`config.mk`:
```
export PLATFORM = sky130hd
export DESIGN_NAME = mod_power_of_two_ring_alu
export DESIGN_NICKNAME = d
export VERILOG_FILES = /design/src/rtl/rpa_pkg.sv /design/src/rtl/rpa_div.sv /design/src/rtl/mod_power_of_two_ring_alu.sv
export SDC_FILE = /design/constraint.sdc
export NUM_CORES = 2
export LEC_CHECK = 0
export BUFFER_PORTS_ARGS = -buffer_cell sky130_fd_sc_hd__buf_2
export CAP_MARGIN = 20
export CORE_AREA = 2 2 450 452
export CTS_CLUSTER_SIZE = 30
export DETAILED_ROUTE_END_ITERATION = 6
export DIE_AREA = 0 0 452 454
export PLACE_DENSITY = 0.46
export SLEW_MARGIN = 5
export SYNTH_ARGS = -nofsm -noshare
export SYNTH_HDL_FRONTEND = slang
export SYNTH_HIERARCHICAL = 1
export SYNTH_SLANG_ARGS = --single-unit
```
`constraint.sdc`:
```
create_clock -name clk -period 15.09 [get_ports clk]
set_input_delay 3.018 -clock clk [delete_from_list [all_inputs] [get_ports clk]]
set_output_delay 3.018 -clock clk [all_outputs]
set_load 0.02 [all_outputs]
```
`src/rtl/rpa_pkg.sv`:
```
// Package: command codes, sizes and shared helpers of the ring arithmetic unit.
`default_nettype none
package rpa_pkg;
	localparam int unsigned MaxExp = 32;
	localparam int unsigned CntW = 6;

	typedef enum logic [3:0] {
		CMD_ADD = 4'd0, CMD_SUB = 4'd1, CMD_MUL = 4'd2, CMD_NEG = 4'd3,
		CMD_DIV = 4'd4, CMD_INV = 4'd5, CMD_GCD = 4'd6, CMD_LCM = 4'd7,
		CMD_EXTGCD = 4'd8, CMD_MOD = 4'd9, CMD_INTDIV = 4'd10, CMD_DIVCMP = 4'd11,
		CMD_DIVIDES = 4'd12, CMD_UNITPART = 4'd13, CMD_FROMSIGNED = 4'd14,
		CMD_TOSIGNED = 4'd15
	} cmd_t;

	// Request to the shared divider: 64-bit numerator over 33-bit divisor.
	typedef struct packed {
		logic        go;
		logic [63:0] num;
		logic [32:0] den;
	} div_req_t;

	typedef struct packed {
		logic        done;
		logic [63:0] quo;
		logic [32:0] rem;
	} div_rsp_t;

	// Count trailing zeros of a nonzero word (zero gives 0).
	function automatic logic [CntW-1:0] ctz(input logic [31:0] x);
		logic [CntW-1:0] n;
		logic            hit;
		n = '0;
		hit = 1'b0;
		for (int i = 0; i < 32; i++) begin
			if (!hit && x[i]) begin
				n = CntW'(i);
				hit = 1'b1;
			end
		end
		return n;
	endfunction
endpackage
`default_nettype wire

```
`src/rtl/rpa_div.sv`:
```
// Shared restoring divider, one quotient bit per cycle.
`default_nettype none
module rpa_div (
	input  wire logic          clk,
	input  wire logic          arst_n,
	input  rpa_pkg::div_req_t  req,
	output rpa_pkg::div_rsp_t  rsp
);
	logic [63:0] quo_q;
	logic [32:0] rem_q;
	logic [32:0] den_q;
	logic [6:0]  cnt_q;
	logic        busy_q;
	logic        done_q;
	logic [33:0] trial;
	logic [33:0] shifted;

	// Shift in the next numerator bit and try to subtract.
	assign shifted = {rem_q, quo_q[63]};
	assign trial = shifted - {1'b0, den_q};

	always_ff @(posedge clk or negedge arst_n) begin
		if (!arst_n) begin
			busy_q <= 1'b0;
			done_q <= 1'b0;
			cnt_q <= '0;
		end else begin
			done_q <= 1'b0;
			if (req.go) begin
				busy_q <= 1'b1;
				cnt_q <= 7'd64;
			end else if (busy_q) begin
				cnt_q <= cnt_q - 7'd1;
				if (cnt_q == 7'd1) begin
					busy_q <= 1'b0;
					done_q <= 1'b1;
				end
			end
		end
	end

	always_ff @(posedge clk) begin
		if (req.go) begin
			quo_q <= req.num;
			rem_q <= '0;
			den_q <= req.den;
		end else if (busy_q) begin
			if (!trial[33]) begin
				rem_q <= trial[32:0];
				quo_q <= {quo_q[62:0], 1'b1};
			end else begin
				rem_q <= shifted[32:0];
				quo_q <= {quo_q[62:0], 1'b0};
			end
		end
	end

	assign rsp.done = done_q;
	assign rsp.quo = quo_q;
	assign rsp.rem = rem_q;
endmodule
`default_nettype wire

```
`src/rtl/mod_power_of_two_ring_alu.sv`:
```
// Top level: command sequencer of the ring arithmetic unit.
//
// Usage: write modulus_exponent through cfg_we/cfg_wdata while idle (values
// below 2 act as 2, above 32 as 32). Raise start with command, operand_a,
// operand_b and signed_value while busy is low; the request is taken at that
// edge and busy rises. The single result appears on the result ports for one
// cycle, flagged by done; the receiver cannot stall it.
// After the accepting edge, add, sub, neg, gcd, lcm, mod, divcompare,
// unitpart, the signed conversions and any command that ends early on an
// error pass through ST_PREP and ST_DONE; mul adds ST_MUL (one registered
// 32x32 multiply); inverse, extgcd and div by an odd reduced divisor add
// ST_INV (six Newton steps of two multiplies each) before ST_MUL, where div
// takes one final multiply; intdiv, divides and div whose reduced divisor
// stays even wait in ST_DIVW on the shared restoring divider. Busy drops in
// the cycle that carries done, so a new request is taken only after the
// previous one is done. The multiplier and the divider are shared units.
// Reset clears the sequencer, the done strobe and sets the exponent to 2.
`default_nettype none
module mod_power_of_two_ring_alu (
	input  wire logic               clk,
	input  wire logic               arst_n,
	input  wire logic               cfg_we,
	input  wire logic [5:0]         cfg_wdata,
	input  wire logic               start,
	output logic                    busy,
	input  wire logic [3:0]         command,
	input  wire logic [31:0]        operand_a,
	input  wire logic [31:0]        operand_b,
	input  wire logic signed [31:0] signed_value,
	output logic                    done,
	output logic [31:0]             result,
	output logic signed [32:0]      signed_result,
	output logic [31:0]             cofactor,
	output logic                    cofactor_for_b,
	output logic                    truth,
	output logic [1:0]              compare_code,
	output logic                    error,
	output logic                    a_is_unit,
	output logic                    a_is_zero,
	output logic                    a_is_one,
	output logic                    a_is_minus_one,
	output logic                    a_greater_zero
);
	typedef enum logic [2:0] {
		ST_IDLE, ST_PREP, ST_INV, ST_MUL, ST_DIVW, ST_DONE
	} state_t;

	state_t            state_q;
	logic [5:0]        exp_q;
	logic [5:0]        m_q;
	rpa_pkg::cmd_t     cmd_q;
	logic [31:0]       a_q, b_q, mask_q, x_q, y_q, inv_q, t_q;
	logic [31:0]       sv_q;
	logic [2:0]        it_q;
	logic              phase_q;
	logic              inv_go, div_go;
	rpa_pkg::div_req_t dreq;
	rpa_pkg::div_rsp_t drsp;
	logic [31:0]       res_q, cof_q;
	logic signed [32:0] sres_q;
	logic              forb_q, truth_q, err_q, done_q;
	logic [1:0]        code_q;
	logic [5:0]        m_eff;
	logic [32:0]       mod_w;
	logic [31:0]       mask_w;
	logic [63:0]       prod;
	logic [31:0]       mul_a, mul_b;
	logic [5:0]        ta, tb, tcom;
	logic [31:0]       xs, ys;

	// Clamp the exponent and derive modulus and mask.
	always_comb begin
		m_eff = exp_q;
		if (exp_q < 6'd2) m_eff = 6'd2;
		if (exp_q > 6'(rpa_pkg::MaxExp)) m_eff = 6'(rpa_pkg::MaxExp);
		mod_w = 33'd1 << m_eff;
		mask_w = 32'(mod_w - 33'd1);
	end

	// Trailing zero counts and common twos of the held operands.
	always_comb begin
		ta = rpa_pkg::ctz(a_q);
		tb = rpa_pkg::ctz(b_q);
		if (a_q == '0) tcom = tb;
		else if (b_q == '0) tcom = ta;
		else tcom = (ta < tb) ? ta : tb;
		xs = a_q >> tcom;
		ys = b_q >> tcom;
	end

	// Decide which shared unit the held request needs.
	always_comb begin
		inv_go = 1'b0;
		div_go = 1'b0;
		case (cmd_q)
			rpa_pkg::CMD_DIV: begin
				inv_go = (a_q != '0) && ys[0];
				div_go = (a_q != '0) && (b_q != '0) && !ys[0];
			end
			rpa_pkg::CMD_INV: inv_go = a_q[0];
			rpa_pkg::CMD_EXTGCD: inv_go = (a_q != '0) || (b_q != '0);
			rpa_pkg::CMD_INTDIV, rpa_pkg::CMD_DIVIDES: div_go = (b_q != '0);
			default: div_go = 1'b0;
		endcase
	end

	// Shared multiplier operands.
	assign prod = {32'd0, mul_a} * {32'd0, mul_b};

	rpa_div u_div (.clk(clk), .arst_n(arst_n), .req(dreq), .rsp(drsp));

	always_comb begin
		dreq.go = 1'b0;
		dreq.num = '0;
		dreq.den = {1'b0, b_q};
		if (state_q == ST_PREP && div_go) begin
			dreq.go = 1'b1;
			if (cmd_q == rpa_pkg::CMD_DIV) begin
				dreq.num = {32'd0, xs};
				dreq.den = {1'b0, ys};
			end else if (a_q == '0) dreq.num = {31'd0, mod_w};
			else dreq.num = {32'd0, a_q};
		end
	end

	assign busy = (state_q != ST_IDLE);

	// Sequencer: holds state, the exponent and the done strobe.
	always_ff @(posedge clk or negedge arst_n) begin
		if (!arst_n) begin
			state_q <= ST_IDLE;
			exp_q <= 6'd2;
			done_q <= 1'b0;
		end else begin
			done_q <= 1'b0;
			if (cfg_we) exp_q <= cfg_wdata;
			case (state_q)
				ST_IDLE: if (start) state_q <= ST_PREP;
				ST_PREP: begin
					case (cmd_q)
						rpa_pkg::CMD_MUL: state_q <= ST_MUL;
						rpa_pkg::CMD_DIV, rpa_pkg::CMD_INV,
						rpa_pkg::CMD_EXTGCD:
							state_q <= inv_go ? ST_INV : (div_go ? ST_DIVW : ST_DONE);
						rpa_pkg::CMD_INTDIV, rpa_pkg::CMD_DIVIDES:
							state_q <= div_go ? ST_DIVW : ST_DONE;
						default: state_q <= ST_DONE;
					endcase
				end
				ST_INV: if (it_q == 3'd5 && phase_q) state_q <= ST_MUL;
				ST_MUL: state_q <= ST_DONE;
				ST_DIVW: if (drsp.done) state_q <= ST_DONE;
				ST_DONE: begin
					state_q <= ST_IDLE;
					done_q <= 1'b1;
				end
				default: state_q <= ST_IDLE;
			endcase
		end
	end

	// Multiplier operand select per state.
	always_comb begin
		mul_a = a_q;
		mul_b = b_q;
		if (state_q == ST_INV) begin
			if (!phase_q) begin
				mul_a = x_q; mul_b = inv_q;
			end else begin
				mul_a = inv_q; mul_b = 32'd2 - t_q;
			end
		end else if (state_q == ST_MUL && cmd_q == rpa_pkg::CMD_DIV) begin
			mul_a = y_q; mul_b = inv_q;
		end
	end

	// Datapath registers.
	always_ff @(posedge clk) begin
		case (state_q)
			ST_IDLE: begin
				if (start) begin
					cmd_q <= rpa_pkg::cmd_t'(command);
					a_q <= operand_a & mask_w;
					b_q <= operand_b & mask_w;
					sv_q <= signed_value;
					mask_q <= mask_w;
					m_q <= m_eff;
				end
			end
			ST_PREP: begin
				res_q <= '0; sres_q <= '0; cof_q <= '0; forb_q <= 1'b0;
				truth_q <= 1'b0; code_q <= 2'd0; err_q <= 1'b0;
				it_q <= '0; phase_q <= 1'b0;
				case (cmd_q)
					rpa_pkg::CMD_ADD: res_q <= (a_q + b_q) & mask_q;
					rpa_pkg::CMD_SUB: res_q <= (a_q - b_q) & mask_q;
					rpa_pkg::CMD_NEG: res_q <= (32'd0 - a_q) & mask_q;
					rpa_pkg::CMD_DIV: begin
						// Cancel twos of an even nonzero divisor; an even rest goes to the divider.
						if (a_q != '0) begin
							if (b_q != '0 && !b_q[0]) begin
								x_q <= ys; y_q <= xs; inv_q <= ys;
								if (!ys[0]) err_q <= 1'b1;
							end else if (b_q == '0) begin
								err_q <= 1'b1;
							end else begin
								x_q <= b_q; y_q <= a_q; inv_q <= b_q;
							end
						end
					end
					rpa_pkg::CMD_INV: begin
						if (!a_q[0]) err_q <= 1'b1;
						x_q <= a_q; inv_q <= a_q;
					end
					rpa_pkg::CMD_GCD: begin
						res_q <= (a_q == '0 && b_q == '0) ? 32'd1 :
						         (32'd1 << tcom) & mask_q;
					end
					rpa_pkg::CMD_LCM: begin
						res_q <= (32'd1 << ((a_q == '0 ? 6'd0 : ta) >
						          (b_q == '0 ? 6'd0 : tb) ? (a_q == '0 ? 6'd0 : ta) :
						          (b_q == '0 ? 6'd0 : tb))) & mask_q;
					end
					rpa_pkg::CMD_EXTGCD: begin
						if (a_q == '0 && b_q == '0) begin
							res_q <= 32'd1;
						end else begin
							res_q <= (32'd1 << tcom) & mask_q;
							forb_q <= ys[0];
							x_q <= ys[0] ? ys : xs;
							inv_q <= ys[0] ? ys : xs;
						end
					end
					rpa_pkg::CMD_MOD: begin
						if (b_q != '0) res_q <= a_q & ((32'd1 << tb) - 32'd1);
					end
					rpa_pkg::CMD_INTDIV: begin
						if (a_q == '0 && b_q == '0) res_q <= 32'd1;
						else if (b_q == '0) err_q <= 1'b1;
					end
					rpa_pkg::CMD_DIVCMP: begin
						if (a_q == '0 || b_q == '0) err_q <= 1'b1;
						else code_q <= (ta > tb) ? 2'd2 : (tb > ta) ? 2'd1 : 2'd0;
					end
					rpa_pkg::CMD_DIVIDES: if (b_q == '0) err_q <= 1'b1;
					rpa_pkg::CMD_UNITPART: res_q <= (a_q == '0) ? 32'd1 : a_q >> ta;
					rpa_pkg::CMD_FROMSIGNED: res_q <= sv_q & mask_q;
					rpa_pkg::CMD_TOSIGNED: begin
						sres_q <= ({1'b0, a_q} > (mod_w >> 1)) ?
						          $signed({1'b0, a_q} - (33'd1 << m_q)) :
						          $signed({1'b0, a_q});
					end
					default: res_q <= '0;
				endcase
			end
			ST_INV: begin
				// Newton step y = y*(2 - x*y), split over two multiplies.
				if (!phase_q) t_q <= prod[31:0];
				else begin
					inv_q <= prod[31:0];
					it_q <= it_q + 3'd1;
				end
				phase_q <= ~phase_q;
			end
			ST_MUL: begin
				case (cmd_q)
					rpa_pkg::CMD_MUL: res_q <= prod[31:0] & mask_q;
					rpa_pkg::CMD_DIV: res_q <= prod[31:0] & mask_q;
					rpa_pkg::CMD_INV: res_q <= inv_q & mask_q;
					rpa_pkg::CMD_EXTGCD: cof_q <= inv_q & mask_q;
					default: res_q <= res_q;
				endcase
			end
			ST_DIVW: begin
				if (drsp.done) begin
					if (cmd_q == rpa_pkg::CMD_INTDIV) begin
						if (!(a_q == '0 && b_q == 32'd1)) res_q <= drsp.quo[31:0] & mask_q;
					end else if (cmd_q == rpa_pkg::CMD_DIV) begin
						res_q <= drsp.quo[31:0] & mask_q;
					end else begin
						truth_q <= (drsp.rem == '0);
					end
				end
			end
			default: res_q <= res_q;
		endcase
	end

	// Drive the result ports.
	assign done = done_q;
	assign result = done_q ? res_q : '0;
	assign signed_result = done_q ? sres_q : '0;
	assign cofactor = done_q ? cof_q : '0;
	assign cofactor_for_b = done_q & forb_q;
	assign truth = done_q & truth_q;
	assign compare_code = done_q ? code_q : 2'd0;
	assign error = done_q & err_q;
	assign a_is_unit = a_q[0];
	assign a_is_zero = (a_q == '0);
	assign a_is_one = (a_q == 32'd1);
	assign a_is_minus_one = (a_q == mask_q);
	assign a_greater_zero = (a_q != '0) && ({1'b0, a_q} <= ({1'b0, mask_q} + 33'd1) >> 1);
endmodule
`default_nettype wire

```
Word level (Yosys, flattened, before mapping)
Cells that the tools add are included.
W data, S select, Z words.
{"block": "classes", "addsub": 11, "multipliers": 1, "order_cmp": 8, "eq_ne": 43, "shift": 8, "n_mux": 209, "bitwise_logic": 18, "reduce_logical": 170}
{"operator": "$mux W32", "count": 26}
{"operator": "$mux W6", "count": 67}
{"operator": "$and A32 B32 Y32", "count": 12}
{"operator": "$pmux W32 S9", "count": 1}
{"operator": "$pmux W32 S2", "count": 3}
{"operator": "$pmux W32 S3", "count": 2}
{"operator": "$mux W33", "count": 4}
{"operator": "$mux W64", "count": 2}
{"operator": "$mux W98", "count": 1}
{"operator": "$shl A1 B6 Y32 const A", "count": 3}
{"operator": "$shr A32 B6 Y32", "count": 3}
{"operator": "$mux W1", "count": 85}
{"operator": "$logic_and A1 B1 Y1", "count": 72}
{"operator": "$shl A1 B6 Y33 const A", "count": 2}
{"operator": "$eq A32 B1 Y1 const B", "count": 2}
{"operator": "$logic_not A1 Y1", "count": 64}
{"operator": "$logic_not A32 Y1", "count": 2}
{"operator": "$reduce_bool A32 Y1", "count": 2}
{"operator": "$sub A32 B1 Y32 const B", "count": 2}
{"operator": "$sub A34 B33 Y34", "count": 1}
{"operator": "$add A32 B1 Y33 const B", "count": 1}
{"operator": "$logic_not A33 Y1", "count": 1}
{"operator": "$sub A32 B33 Y33", "count": 1}
{"operator": "$add A32 B32 Y32", "count": 1}
{"operator": "other kinds (50)", "count": 108}
{"block": "word_totals", "reg_bits": 521, "in_bits": 110}

Logic depth before layout (Yosys ltp)
{"block": "depth", "ltp_word": 106, "depth_mapped": 39, "ltp_nobuf": 37}

Hierarchy
Netlist, hierarchy kept.
{"mod": "mod_power_of_two_ring_alu", "instances": 1, "cells_each": 6217, "area_per_inst_um2": 52228.8}
{"mod": "rpa_div", "instances": 1, "cells_each": 685, "area_per_inst_um2": 7541.0}

Least setup slack after synthesis
OpenSTA, ideal clock, no wires.
{"block": "synth_path", "kind": "flip-flop to flip-flop", "start": "reg state_q[1]", "end": "reg inv_q[31], data pin", "setup_time_ns": 0.260, "arrival_ns": 11.813, "t_required_ns": 14.830, "setup_slack_ns": 3.017, "path_stages_with_launch": 31, "synth_period_minus_slack_ns": 12.073, "cell_sequence": "dfrtp_1 -> clkbuf_1 -> nor4b_1 -> a21oi_1 -> clkbuf_1 -> clkbuf_1 -> o22ai_1 -> nor2_1 -> clkbuf_1 -> and2_1 -> fa_1 -> inv_1 -> fa_1 -> fa_1 -> fa_1 -> fa_1 -> fa_1 -> fa_1 -> fa_1 -> xnor2_1 -> xnor2_1 -> xnor2_1 -> xnor2_1 -> xnor2_1 -> xnor2_1 -> xnor2_1 -> xnor2_1 -> xnor3_1 -> xnor3_1 -> xnor2_1 -> mux2_2"}
{"block": "synth_via", "elab_chain_len": 7, "elab_cells_between_ends": 11}
{"item": "from (decl)", "line": "mod_power_of_two_ring_alu.sv:48", "text": "state_t state_q;"}
{"item": "from (signal assigned)", "line": "mod_power_of_two_ring_alu.sv:144", "text": "state_q <= inv_go ? ST_INV : (div_go ? ST_DIVW : ST_DONE);"}
{"item": "from (signal assigned)", "line": "mod_power_of_two_ring_alu.sv:146", "text": "state_q <= div_go ? ST_DIVW : ST_DONE;"}
{"item": "$eq A3 B2 Y1", "line": "mod_power_of_two_ring_alu.sv:172", "text": "end else if (state_q == ST_MUL && cmd_q == rpa_pkg::CMD_DIV) begin"}
{"item": "$logic_and A1 B1 Y1", "line": "mod_power_of_two_ring_alu.sv:172"}
{"item": "$mux W32", "line": "mod_power_of_two_ring_alu.sv:172"}
{"item": "$mux W32", "line": "mod_power_of_two_ring_alu.sv:166", "text": "if (state_q == ST_INV) begin"}
{"item": "$mul A32 B32 Y32 (*)", "line": "mod_power_of_two_ring_alu.sv:108", "text": "assign prod = {32'd0, mul_a} * {32'd0, mul_b};"}
{"item": "via prod[31]", "line": "mod_power_of_two_ring_alu.sv:66", "text": "logic [63:0] prod;"}
{"item": "$mux W32 (*)", "line": "mod_power_of_two_ring_alu.sv:258", "text": "if (!phase_q) t_q <= prod[31:0];"}
{"item": "$pmux W32 S2 (*)", "line": "mod_power_of_two_ring_alu.sv:179", "text": "case (state_q)"}
{"item": "to (signal assigned)", "line": "mod_power_of_two_ring_alu.sv:202", "text": "x_q <= ys; y_q <= xs; inv_q <= ys;"}
{"item": "to (signal assigned)", "line": "mod_power_of_two_ring_alu.sv:207", "text": "x_q <= b_q; y_q <= a_q; inv_q <= b_q;"}
{"item": "to (signal assigned)", "line": "mod_power_of_two_ring_alu.sv:260", "text": "inv_q <= prod[31:0];"}
{"item": "to (decl)", "line": "mod_power_of_two_ring_alu.sv:52", "text": "logic [31:0] a_q, b_q, mask_q, x_q, y_q, inv_q, t_q;"}
The timed path passes the listed nets; every way through them passes the cells marked *. The select of a mux whose other input is x is not followed.
A chain may end at the register's enable or synchronous reset.

Final worst setup path
{"block": "layout_path", "start": "reg cmd_q[1]", "end": "reg res_q[30], data pin"}
{"block": "layout_via", "elab_chain_len": 8, "elab_cells_between_ends": 27}
{"item": "from (decl)", "line": "mod_power_of_two_ring_alu.sv:51", "text": "rpa_pkg::cmd_t cmd_q;"}
{"item": "from (signal assigned)", "line": "mod_power_of_two_ring_alu.sv:182", "text": "cmd_q <= rpa_pkg::cmd_t'(command);"}
{"item": "$eq A4 B3 Y1", "line": "mod_power_of_two_ring_alu.sv:172, mod_power_of_two_ring_alu.sv:266"}
{"item": "$logic_and A1 B1 Y1", "line": "mod_power_of_two_ring_alu.sv:172"}
{"item": "$mux W32", "line": "mod_power_of_two_ring_alu.sv:172"}
{"item": "$mux W32", "line": "mod_power_of_two_ring_alu.sv:166"}
{"item": "$mul A32 B32 Y32", "line": "mod_power_of_two_ring_alu.sv:108"}
{"item": "$and A32 B32 Y32", "line": "mod_power_of_two_ring_alu.sv:267, mod_power_of_two_ring_alu.sv:268"}
{"item": "$pmux W32 S2", "line": "mod_power_of_two_ring_alu.sv:266", "text": "case (cmd_q)"}
{"item": "$pmux W32 S3 (*)", "line": "mod_power_of_two_ring_alu.sv:179"}
{"item": "to (signal assigned)", "line": "mod_power_of_two_ring_alu.sv:267", "text": "rpa_pkg::CMD_MUL: res_q <= prod[31:0] & mask_q;"}
{"item": "to (signal assigned)", "line": "mod_power_of_two_ring_alu.sv:268", "text": "rpa_pkg::CMD_DIV: res_q <= prod[31:0] & mask_q;"}
{"item": "to (signal assigned)", "line": "mod_power_of_two_ring_alu.sv:269", "text": "rpa_pkg::CMD_INV: res_q <= inv_q & mask_q;"}
{"item": "to (decl)", "line": "mod_power_of_two_ring_alu.sv:59", "text": "logic [31:0] res_q, cof_q;"}
Every way passes the cells marked *; elsewhere a longest branch is shown, timed or not. The select of a mux whose other input is x is not followed.

==> metrics.cfg <==
[layout]
nets = 7827
finish.utilization = 0.332
syn_to_final_growth_pct = 11.6
drive_gt1_frac = 0.115

[clock_network]
cts_tree = yes
clk_path_buf_depth = 3
htreeDepth = 2
post_cts_buffers = 0
postCtsHoldBufs = 0
cts_resized = 0
clkLatencyLatePin_ns = 0.72
cts_buffers = 59
clkSinkCount = 521
root_buffer = clkbuf_16
clk_pin_slew_ns = 0.06

[global_routing]
antenna_found_initial = 28
grt_first_pass_wirelength_um = 432000
grt_max_degree = 104
grt_pass1_vias = 55800
grt_usage = 0.295
gr-total-overflow = 0

[setup_path]
worstPathRequired_ns = 15.53
critPathBufInv = 6
critPathSlowestCell = or4b_2
start_kind = flip-flop
worstSetupPathType = flip-flop to flip-flop
cpPeakStageDelay_ns = 1.14
end_kind = flip-flop
cp_top_family = adder cells
cp_data_arrival_time_ns = 11.26
crit_top_cell = fa_1
worstPathMaxFanout = 32

[placed_design]
io_buffers = 218
gp_congestion = 1.06
hpwlAfterDp_um = 234000

[synth]
async_flop_share = 0.0365
ys_ff_latch = 521
yosys-top-cells-area = edfxtp_1, fa_1, ha_1
synth.avg_cell_area_um2 = 8.66
yosysMostFrequentCell = nand2_1
synth_warnings = 6
yosysSeqAreaShare = 0.255
synthTopCellsByCount = nand2_1, inv_1, edfxtp_1
synthCells = 6902
synth_top_area_share = 0.236
synth_top_cell_by_area = edfxtp_1
synthesis.area_um2 = 59800
synthFlopType = edfxtp_1
synth_cell_types = 115
synth_edf_count = 469

[timing]
slew_violations = 0
period_needed_ns = 10.82
setup_violations = 0
fmax_ghz = 0.0924
worst_pin_slew_ns = 1.28
hold_viol = 0
skew_ns = 0.0367
slew_headroom = 0.142
period_share = 0.717
rsz0062_at_grt = no
finalSetupTns_ns = 0

[floorplan]
dieArea_um2 = 205000
core_um2 = 201000
initial_utilization = 0.298
dieWidth_um = 452
rows = 165
ios = 219
die_h_um = 454

[routing]
drc_errors = 5
drt_iter0_markers = 6202
vias = 56300
vias_per_cell = 5.78
postRouteAntennaNets = 0
firstDrtPassIters = 7
drt_wl_total_um = 309000
wire_per_inst_um = 31.7

[worst_hold_path]
min_path_type = flip-flop to flip-flop

[outcome]
violations = design-rule violations
status = finished, violations left

[run]
cap_violations = 0

routing by layer:
metal	up-vias	track usage	routed length, um
li1	24100	-	-
met1	28100	0.360	120000
met2	3130	0.453	134000
met3	961	0.0678	26300
met4	16	0.222	28300
met5	-	0	124
cells in the final DEF (no fill, tap or decap), drive strengths merged, types with 53 or more instances in the layout:
cell    instances
nand2        1008
inv           659
edfxtp        469
buf           460
nor2          456
fa            411
mux2i         342
ha            309
a21oi         299
o21ai         296
and2          247
xnor2         193
nor3          148
nand3         134
xor2          127
mux2          126
and3           99
clkbuf         76
nor2b          69
a211oi         68
o211ai         65
a21o           58
o22ai          57
nand4          54
a31oi          53
final timing paths:
path | startpoint | endpoint | slack (ns) | depth (start not counted)
min | u_div/rem_q[22]$_SDFFE_PP0P_ | u_div/rem_q[22]$_SDFFE_PP0P_ | 0.50 | 2
max reg2reg | cmd_q[1]$_DFFE_PP_ | res_q[30]$_DFFE_PP_ | 4.27 | 29
min in group asynchronous | arst_n | exp_q[5]$_DFFE_PN0P_ | 2.39 | 1
max | cmd_q[1]$_DFFE_PP_ | res_q[30]$_DFFE_PP_ | 4.27 | 29
max in group asynchronous | arst_n | done$_DFF_PN0_ | 12.10 | 1
min reg2reg | u_div/rem_q[22]$_SDFFE_PP0P_ | u_div/rem_q[22]$_SDFFE_PP0P_ | 0.50 | 2
through the flow:
stage	hold WS (ns)	instance area, um^2	cells	worst slack, ns
2_1_floorplan	0.456	59900	6936	3.02
3_3_place_gp	0.480	64500	9592	4.21
3_5_place_dp	0.486	64500	9596	4.23
4_1_cts	0.495	66500	9707	4.19
5_1_grt	0.525	66700	9728	3.65
6_report	0.496	66700	9737	4.27
kinds of logic after synthesis:
group | count (synthesis) | share of synthesized area
flip-flops | 521 | 0.255
buffers and inverters | 1121 | 0.0744
other | 2 | 0.000126
XOR/XNOR | 325 | 0.0488
AND/OR/NAND/NOR | 2442 | 0.192
adder cells (fa/ha/maj) | 720 | 0.202
multiplexers | 471 | 0.0825
AO/OA/AOI/OAI | 1300 | 0.145
flip-flops by register name (all words and copies together), names as in the netlist, 6 cells and up:
register     flops
u_div/den_q     33
mask_q          32
u_div/cnt_q      7
res_q           32
cof_q           32
x_q             32
sres_q          33
m_q              6
u_div/rem_q     33
t_q             32
a_q             32
exp_q            6
y_q             32
inv_q           32
sv_q            32
b_q             32
u_div/quo_q     64
tightest hold or removal path, cell delays in order (launching register included):
cell     delay [ns]
dfxtp_1        0.34
nand2_1        0.06
o21ai_1        0.05
final cells by class:
type	instances	area, um^2
antenna	18	45.0
clock buffer	73	1570
clock inverter	38	409
fill	21100	134000
inverter	658	2470
multi-input combinational	5294	40700
sequential	521	15200
tap	2672	3340
timing repair buffer	463	2960
Power is not shown: default switching activity piles up to over one toggle a cycle in this logic, so the estimate is an artifact.
